$ cat src/hw/rtl/slwcg_pkg.sv
package slwcg_pkg;

   localparam logic [1:0] OP_SET_WINDOW   = 2'd0;
   localparam logic [1:0] OP_PUT_PIXEL    = 2'd1;
   localparam logic [1:0] OP_STREAM_PIXEL = 2'd2;
   localparam logic [1:0] OP_ROTATE       = 2'd3;

   localparam logic [1:0] ROT_0   = 2'd0;
   localparam logic [1:0] ROT_90  = 2'd1;
   localparam logic [1:0] ROT_180 = 2'd2;
   localparam logic [1:0] ROT_270 = 2'd3;

   localparam logic [7:0] CMD_CASET  = 8'h2A;
   localparam logic [7:0] CMD_RASET  = 8'h2B;
   localparam logic [7:0] CMD_RAMWR  = 8'h2C;
   localparam logic [7:0] CMD_MADCTL = 8'h36;

   localparam logic [7:0] MADCTL_ROT_0   = 8'h20;
   localparam logic [7:0] MADCTL_ROT_90  = 8'h40;
   localparam logic [7:0] MADCTL_ROT_180 = 8'hE0;
   localparam logic [7:0] MADCTL_ROT_270 = 8'h80;

   typedef struct packed {
      logic [1:0]  operation;
      logic [7:0]  x;
      logic [7:0]  y;
      logic [8:0]  width;
      logic [8:0]  height;
      logic [15:0] color;
      logic        end_of_burst;
   } req_type;

   typedef struct packed {
      logic [7:0] out_byte;
      logic       is_data;
      logic       group_end;
      logic       last;
   } rsp_type;

   // classified request as it waits in the queue
   typedef struct packed {
      logic [1:0]  op;
      logic [7:0]  row_start;
      logic [7:0]  row_end;
      logic [7:0]  col_start;
      logic [7:0]  col_end;
      logic [15:0] color;
      logic        end_of_burst;
      logic [7:0]  madctl;
   } job_type;

   function automatic logic [7:0] madctl_byte(input logic [1:0] rot);
      logic [7:0] result;
      case (rot)
         ROT_0:   result = MADCTL_ROT_0;
         ROT_90:  result = MADCTL_ROT_90;
         ROT_180: result = MADCTL_ROT_180;
         ROT_270: result = MADCTL_ROT_270;
         default: result = MADCTL_ROT_0;
      endcase
      return result;
   endfunction

endpackage

$ cat src/hw/rtl/spi_lcd_window_command_generator_unit.sv
// serial tft command generator
// request channel: drive req_data and raise start; the request is taken at a
// rising edge where start is high and busy is low. busy is high only while the
// request queue is full.
// response channel: one byte per cycle on rsp_data, marked by rsp_strobe for
// exactly one cycle; rsp_data.last flags the final byte of a request. the
// receiver cannot stall, so bytes leave as fast as the sequencer makes them.
// csr channel: csr_wdata sets the rotation; csr_ready is always high. rotation
// is sampled when a request is taken.
// path: a request goes through the queue, the job register and the output register.
// throughput: the byte sequencer emits one byte per cycle; a request makes 11 bytes
// (set window), 13 (put pixel) or 2 (stream pixel, rotation), and requests queued
// behind it follow with no gap.
// reset clears the queue, the sequencer and the rotation (0 degrees); no
// response is shown during reset.
module spi_lcd_window_command_generator_unit #(
   parameter int QUEUE_DEPTH = 2
) (
   input  logic               clock,
   input  logic               reset,
   input  logic               start,
   output logic               busy,
   input  slwcg_pkg::req_type req_data,
   output logic               rsp_strobe,
   output slwcg_pkg::rsp_type rsp_data,
   input  logic               csr_valid,
   output logic               csr_ready,
   input  logic [1:0]         csr_wdata
);

   logic               push;
   logic               pop;
   logic               queue_full;
   logic               queue_empty;
   slwcg_pkg::job_type front_job;
   slwcg_pkg::job_type queue_job;

   assign busy = queue_full;

   slwcg_front u_front (
      .clock      (clock),
      .reset      (reset),
      .start      (start),
      .queue_full (queue_full),
      .req_data   (req_data),
      .csr_valid  (csr_valid),
      .csr_ready  (csr_ready),
      .csr_wdata  (csr_wdata),
      .push       (push),
      .job        (front_job)
   );

   slwcg_queue #(
      .DEPTH (QUEUE_DEPTH)
   ) u_queue (
      .clock   (clock),
      .reset   (reset),
      .wr_en   (push),
      .wr_data (front_job),
      .full    (queue_full),
      .rd_en   (pop),
      .rd_data (queue_job),
      .empty   (queue_empty)
   );

   slwcg_back u_back (
      .clock       (clock),
      .reset       (reset),
      .queue_empty (queue_empty),
      .queue_data  (queue_job),
      .pop         (pop),
      .rsp_strobe  (rsp_strobe),
      .rsp_data    (rsp_data)
   );

endmodule

$ cat src/hw/rtl/slwcg_front.sv
module slwcg_front (
   input  logic              clock,
   input  logic              reset,
   input  logic              start,
   input  logic              queue_full,
   input  slwcg_pkg::req_type req_data,
   input  logic              csr_valid,
   output logic              csr_ready,
   input  logic [1:0]        csr_wdata,
   output logic              push,
   output slwcg_pkg::job_type job
);

   logic [1:0] rotation_ff;
   logic [1:0] rotation_in;
   logic       swap;
   logic [7:0] x_end;
   logic [7:0] y_end;

   assign csr_ready = 1'b1;

   always_comb begin
      rotation_in = rotation_ff;
      if (csr_valid && csr_ready) begin
         rotation_in = csr_wdata;
      end
   end

   always_ff @(posedge clock) begin
      if (reset) begin
         rotation_ff <= slwcg_pkg::ROT_0;
      end else begin
         rotation_ff <= rotation_in;
      end
   end

   assign push  = start && !queue_full;
   // odd rotations swap the window axes
   assign swap  = rotation_ff[0];
   assign x_end = 8'(req_data.x + req_data.width[7:0] - 8'd1);
   assign y_end = 8'(req_data.y + req_data.height[7:0] - 8'd1);

   always_comb begin
      job              = '0;
      job.op           = req_data.operation;
      job.color        = req_data.color;
      job.end_of_burst = req_data.end_of_burst;
      job.madctl       = slwcg_pkg::madctl_byte(rotation_ff);
      if (req_data.operation == slwcg_pkg::OP_PUT_PIXEL) begin
         // one-pixel window, x on the row axis when not swapped
         if (swap) begin
            job.row_start = req_data.y;
            job.row_end   = req_data.y;
            job.col_start = req_data.x;
            job.col_end   = req_data.x;
         end else begin
            job.row_start = req_data.x;
            job.row_end   = req_data.x;
            job.col_start = req_data.y;
            job.col_end   = req_data.y;
         end
      end else begin
         if (swap) begin
            job.row_start = req_data.x;
            job.row_end   = x_end;
            job.col_start = req_data.y;
            job.col_end   = y_end;
         end else begin
            job.row_start = req_data.y;
            job.row_end   = y_end;
            job.col_start = req_data.x;
            job.col_end   = x_end;
         end
      end
   end

endmodule

$ cat src/hw/rtl/slwcg_queue.sv
module slwcg_queue #(
   parameter int DEPTH = 2
) (
   input  logic              clock,
   input  logic              reset,
   input  logic              wr_en,
   input  slwcg_pkg::job_type wr_data,
   output logic              full,
   input  logic              rd_en,
   output slwcg_pkg::job_type rd_data,
   output logic              empty
);

   localparam int PTR_W = (DEPTH > 1) ? $clog2(DEPTH) : 1;
   localparam int CNT_W = $clog2(DEPTH + 1);

   slwcg_pkg::job_type mem_ff [DEPTH];
   logic [PTR_W-1:0]   wr_ptr_ff;
   logic [PTR_W-1:0]   wr_ptr_in;
   logic [PTR_W-1:0]   rd_ptr_ff;
   logic [PTR_W-1:0]   rd_ptr_in;
   logic [CNT_W-1:0]   count_ff;
   logic [CNT_W-1:0]   count_in;
   logic               do_wr;
   logic               do_rd;

   assign full    = (count_ff == CNT_W'(DEPTH));
   assign empty   = (count_ff == '0);
   assign do_wr   = wr_en && !full;
   assign do_rd   = rd_en && !empty;
   assign rd_data = mem_ff[rd_ptr_ff];

   always_comb begin
      wr_ptr_in = wr_ptr_ff;
      rd_ptr_in = rd_ptr_ff;
      count_in  = count_ff;
      if (do_wr) begin
         wr_ptr_in = (wr_ptr_ff == PTR_W'(DEPTH - 1)) ? '0 : wr_ptr_ff + PTR_W'(1);
      end
      if (do_rd) begin
         rd_ptr_in = (rd_ptr_ff == PTR_W'(DEPTH - 1)) ? '0 : rd_ptr_ff + PTR_W'(1);
      end
      if (do_wr && !do_rd) begin
         count_in = count_ff + CNT_W'(1);
      end else if (do_rd && !do_wr) begin
         count_in = count_ff - CNT_W'(1);
      end
   end

   always_ff @(posedge clock) begin
      if (reset) begin
         wr_ptr_ff <= '0;
         rd_ptr_ff <= '0;
         count_ff  <= '0;
      end else begin
         wr_ptr_ff <= wr_ptr_in;
         rd_ptr_ff <= rd_ptr_in;
         count_ff  <= count_in;
      end
   end

   always_ff @(posedge clock) begin
      if (do_wr) begin
         mem_ff[wr_ptr_ff] <= wr_data;
      end
   end

endmodule

$ cat src/hw/rtl/slwcg_back.sv
module slwcg_back (
   input  logic              clock,
   input  logic              reset,
   input  logic              queue_empty,
   input  slwcg_pkg::job_type queue_data,
   output logic              pop,
   output logic              rsp_strobe,
   output slwcg_pkg::rsp_type rsp_data
);

   localparam logic [3:0] S_ROW_CMD   = 4'd0;
   localparam logic [3:0] S_ROW_HI0   = 4'd1;
   localparam logic [3:0] S_ROW_START = 4'd2;
   localparam logic [3:0] S_ROW_HI1   = 4'd3;
   localparam logic [3:0] S_ROW_END   = 4'd4;
   localparam logic [3:0] S_COL_CMD   = 4'd5;
   localparam logic [3:0] S_COL_HI0   = 4'd6;
   localparam logic [3:0] S_COL_START = 4'd7;
   localparam logic [3:0] S_COL_HI1   = 4'd8;
   localparam logic [3:0] S_COL_END   = 4'd9;
   localparam logic [3:0] S_RAMWR     = 4'd10;
   localparam logic [3:0] S_COLOR_LO  = 4'd11;
   localparam logic [3:0] S_COLOR_HI  = 4'd12;
   localparam logic [3:0] S_FIRST     = 4'd0;

   logic               active_ff;
   logic               active_in;
   logic [3:0]         step_ff;
   logic [3:0]         step_in;
   slwcg_pkg::job_type job_ff;
   slwcg_pkg::job_type job_in;
   logic               strobe_ff;
   logic               strobe_in;
   slwcg_pkg::rsp_type rsp_ff;
   slwcg_pkg::rsp_type rsp_in;
   logic               done;

   // byte selection for the current step
   always_comb begin
      rsp_in = '0;
      case (job_ff.op)
         slwcg_pkg::OP_STREAM_PIXEL: begin
            rsp_in.is_data = 1'b1;
            if (step_ff == S_FIRST) begin
               rsp_in.out_byte = job_ff.color[7:0];
            end else begin
               rsp_in.out_byte  = job_ff.color[15:8];
               rsp_in.group_end = job_ff.end_of_burst;
               rsp_in.last      = 1'b1;
            end
         end
         slwcg_pkg::OP_ROTATE: begin
            if (step_ff == S_FIRST) begin
               rsp_in.out_byte = slwcg_pkg::CMD_MADCTL;
            end else begin
               rsp_in.out_byte  = job_ff.madctl;
               rsp_in.is_data   = 1'b1;
               rsp_in.group_end = 1'b1;
               rsp_in.last      = 1'b1;
            end
         end
         default: begin
            case (step_ff)
               S_ROW_CMD: rsp_in.out_byte = slwcg_pkg::CMD_RASET;
               S_ROW_HI0, S_ROW_HI1, S_COL_HI0, S_COL_HI1: begin
                  rsp_in.is_data = 1'b1;
               end
               S_ROW_START: begin
                  rsp_in.out_byte = job_ff.row_start;
                  rsp_in.is_data  = 1'b1;
               end
               S_ROW_END: begin
                  rsp_in.out_byte  = job_ff.row_end;
                  rsp_in.is_data   = 1'b1;
                  rsp_in.group_end = 1'b1;
               end
               S_COL_CMD: rsp_in.out_byte = slwcg_pkg::CMD_CASET;
               S_COL_START: begin
                  rsp_in.out_byte = job_ff.col_start;
                  rsp_in.is_data  = 1'b1;
               end
               S_COL_END: begin
                  rsp_in.out_byte  = job_ff.col_end;
                  rsp_in.is_data   = 1'b1;
                  rsp_in.group_end = 1'b1;
               end
               S_RAMWR: begin
                  // set window ends here, put pixel keeps chip select for the colour
                  rsp_in.out_byte  = slwcg_pkg::CMD_RAMWR;
                  rsp_in.group_end = (job_ff.op == slwcg_pkg::OP_SET_WINDOW);
                  rsp_in.last      = (job_ff.op == slwcg_pkg::OP_SET_WINDOW);
               end
               S_COLOR_LO: begin
                  rsp_in.out_byte = job_ff.color[7:0];
                  rsp_in.is_data  = 1'b1;
               end
               S_COLOR_HI: begin
                  rsp_in.out_byte  = job_ff.color[15:8];
                  rsp_in.is_data   = 1'b1;
                  rsp_in.group_end = 1'b1;
                  rsp_in.last      = 1'b1;
               end
               default: rsp_in = '0;
            endcase
         end
      endcase
   end

   assign done = active_ff && rsp_in.last;
   assign pop  = !queue_empty && (!active_ff || done);

   always_comb begin
      active_in = active_ff;
      step_in   = step_ff;
      job_in    = job_ff;
      strobe_in = active_ff;
      if (pop) begin
         active_in = 1'b1;
         step_in   = S_FIRST;
         job_in    = queue_data;
      end else if (done) begin
         active_in = 1'b0;
      end else if (active_ff) begin
         step_in = step_ff + 4'd1;
      end
   end

   always_ff @(posedge clock) begin
      if (reset) begin
         active_ff <= 1'b0;
         step_ff   <= S_FIRST;
         strobe_ff <= 1'b0;
      end else begin
         active_ff <= active_in;
         step_ff   <= step_in;
         strobe_ff <= strobe_in;
      end
   end

   always_ff @(posedge clock) begin
      job_ff <= job_in;
      rsp_ff <= rsp_in;
   end

   assign rsp_strobe = strobe_ff;
   assign rsp_data   = rsp_ff;

endmodule

$ cat config.mk
export PLATFORM = sky130hd
export DESIGN_NAME = spi_lcd_window_command_generator_unit
export DESIGN_NICKNAME = d
export VERILOG_FILES = /design/src/hw/rtl/slwcg_pkg.sv /design/src/hw/rtl/spi_lcd_window_command_generator_unit.sv /design/src/hw/rtl/slwcg_front.sv /design/src/hw/rtl/slwcg_queue.sv /design/src/hw/rtl/slwcg_back.sv
export SDC_FILE = /design/constraint.sdc
export NUM_CORES = 1
export LEC_CHECK = 0
export ABC_AREA = 1
export BUFFER_PORTS_ARGS = -buffer_cell sky130_fd_sc_hd__buf_2
export CAP_MARGIN = 25
export CORE_ASPECT_RATIO = 1.2
export CORE_MARGIN = 10
export CORE_UTILIZATION = 54
export CTS_BUF_LIST = sky130_fd_sc_hd__clkbuf_16
export CTS_CLUSTER_DIAMETER = 150
export DETAILED_ROUTE_END_ITERATION = 10
export PLACE_DENSITY_LB_ADDON = 0.25
export SLEW_MARGIN = 20
export SYNTH_ARGS = -nofsm -noshare
export SYNTH_HDL_FRONTEND = slang
export SYNTH_SLANG_ARGS = --single-unit
$ cat constraint.sdc
create_clock -name clock -period 3.1 [get_ports clock]
set_input_delay 0.31 -clock clock [delete_from_list [all_inputs] [get_ports clock]]
set_output_delay 0.31 -clock clock [all_outputs]
set_load 0.02 [all_outputs]
==> results.json <==
{
  "drt_iter0_drc": 546,
  "clock_path_buffers": 2,
  "gp_congestion": 0.879,
  "hold_path_class": "in -> reg",
  "dpl_cell_area_mm2": 0.00933,
  "initial_core_util_pct": 55.5,
  "post-route-period-util_pct": 80.5,
  "fin_skew_ns": 0.0143,
  "relSlewSlack_pct": 46.2,
  "reg2reg_slack_ns": 0.61,
  "drcViolationCount": 0,
  "dp_hpwl_um": 12800,
  "worst_pin_slew_ns": 0.805,
  "worstSetupPathType": "reg -> reg",
  "powerDensity_mw_per_mm2": 806,
  "yosysTopAreaCell": "edfxtp_1",
  "synth_area_leaders": "edfxtp_1 56%, mux2_2 7.0%, nand2_1 5.6%, dfxtp_1 5.3%, ha_1 5.0%",
  "cts_sinks": 185,
  "cts_tree": "done",
  "fin_util_pct": 63.1,
  "core_area_mm2": 0.0157,
  "nFillCells": 1220,
  "setup-violations-final": 0,
  "fin_area_mm2": 0.00990,
  "max-cap-violations": 0,
  "seq_area_frac_synth_pct": 61.1,
  "antenna_found_initial": 0,
  "synth_edf_count": 162,
  "grt_pass1_vias": 5883,
  "dieArea_mm2": 0.0216,
  "synth_area_mm2": 0.00871,
  "hp-start": "req_data[16]",
  "via_per_inst": 5.29,
  "crit_path_start_kind": "register",
  "drive_above_1_share_pct": 23.4,
  "status": "complete, no violations",
  "hold_viol": 0,
  "insertion_delay_ns": 0.44,
  "track_usage_pct": 16.8,
  "clkTransAtPathRegs_ns": 0.07,
  "overflow": 0,
  "rr_endpoint": "u_back.job_ff[38]",
  "diodes": 0,
  "vias": 5644,
  "io_buffers": 69,
  "first_pass_iters": 5,
  "end_kind": "register",
  "vdd_drop_max_mv": 0.457,
  "final_cell_mix": "162 x edfxtp_1, 130 x nand2_1, 98 x inv_1",
  "critical_path.startpoint": "u_back.step_ff[0]",
  "whs_path_depth": 1,
  "slew_viol_final": 0,
  "drt_wl_total_um": 17600,
  "cts.repair.resized": 0,
  "hold_end": "u_queue.mem_ff[0][24]",
  "rsz0062_at_grt": "false",
  "power_uw": 7980,
  "synth-main-ff-cell": "edfxtp_1",
  "ant_nets": 0,
  "synth_top_area_share_pct": 55.9,
  "synth_cell_types": 37,
  "synthArstFlopShare_pct": 0,
  "cts_root_buffer": "clkbuf_16",
  "synth-seq-cells": 185,
  "syn_inst": 770,
  "tns_ns": 0,
  "cts_buffers": 17,
  "hold_buffers": 0,
  "grt_pass1_wl_um": 29000,
  "p_leak_uw": 0.00407,
  "syn_area_per_cell_um2": 11.3,
  "yosys_warnings": 0,
  "clock.fmax_mhz": 401,
  "h-tree-depth": 4,
  "wl_per_cell_um": 16.5,
  "syn-num-nets": 866,
  "final_common_cell": "edfxtp_1",
  "post_cts.repair.setup_buffers": 0,
  "die_h_um": 159,
  "r2r-start": "u_back.step_ff[0]",
  "pin_count": 73,
  "r2r_cells": 9,
  "critical_path.max_fanout": 37,
  "worstPathArrival_ns": 2.61,
  "place_inst": 1034,
  "required_ns": 3.22,
  "finalNonFillerCells": 1066,
  "min_period_ns": 2.49,
  "grt_max_degree": 50,
  "dieWidth_um": 136,
  "syn2layout_area_growth_pct": 13.7,
  "layout.nets": 941,
  "rows": 50
}
registers in the layout, summed over array words and instances, names as in the netlist:
name,flops
u_queue.wr_ptr_ff,1
u_front.rotation_ff,2
u_back.active_ff,1
u_back.rsp_data,11
u_queue.count_ff,2
u_back.job_ff,54
u_back.step_ff,4
u_queue.mem_ff,108
u_back.rsp_strobe,1
u_queue.rd_ptr_ff,1
metrics by stage:
stage               setup slack (ns)  hold slack (ns)
floorplan                      0.697            0.379
global placement               0.420            0.469
detailed placement             0.600            0.482
CTS                            0.584           0.0472
global route                   0.432           0.0525
finish                         0.605           0.0640
routing by layer:
layer  up-vias  routed length, µm  global-route usage (%)
li1       2805                  -                       -
met1      2647               7520                    20.3
met2       170               8850                    28.4
met3        22                894                    3.59
met4         0                285                    6.21
met5         -                  0                       0
kinds of logic (layout without fill, tap and decap cells):
family / count (synthesis) / count (layout) / synth area share [%]
adder cells (fa/ha/maj): 37 / 37 / 5.49
XOR/XNOR: 11 / 11 / 1.11
buffers and inverters: 128 / 216 / 5.79
AND/OR/NAND/NOR: 256 / 256 / 13.5
AO/OA/AOI/OAI: 98 / 98 / 5.93
other: 1 / 1 / 0.0431
multiplexers: 54 / 54 / 6.98
flip-flops: 185 / 185 / 61.1
how the worst max path moves through the flow:
stage          slack, ns                     to  cells after the start
2_1_floorplan       0.70  u_queue.mem_ff[1][10]                      2
3_3_place_gp        0.42      u_back.job_ff[40]                      8
3_5_place_dp        0.60      u_back.job_ff[31]                      9
4_1_cts             0.58      u_back.job_ff[38]                      9
5_1_grt             0.43      u_back.job_ff[38]                      9
6_report            0.61      u_back.job_ff[38]                      9
critical path, cell delays in order, from the launching register on:
cell and delay, ns:
dfxtp_1 0.35, inv_1 0.14, ha_1 0.26, nand3_1 0.21, nand2_1 0.20, nand3_4 0.13, nand3_4 0.14, nand2_4 0.09
inv_2 0.35, buf_12 0.28
cell type report:
cell class | count | area [µm²] | share of cell area (%)
Timing Repair Buffer | 78 | 450 | 4.55
Inverter | 106 | 398 | 4.02
Tap cell | 208 | 260 | 2.63
Multi-Input combinational cell | 457 | 2900 | 29.2
Clock buffer | 17 | 425 | 4.30
Clock inverter | 15 | 146 | 1.48
Sequential cell | 185 | 5330 | 53.8
power breakdown:
group / total [µW] / switching [µW] / internal (µW)
registers: 3990 / 329 / 3660
logic: 1930 / 1200 / 732
clock network: 2070 / 994 / 1070
cell usage after synthesis (all sizes together) (2+ instances only):
library cell and n:
edfxtp 162, nand2 134, inv 105, o21ai 71, mux2 54, nand3 52, nor2 36, ha 35
dfxtp 23, a21oi 17, or2 17, nand4 14, buf 11, clkbuf 11, xnor2 7, a22oi 6
xor2 4, fa 2
Power figures use the tool's default switching activity.
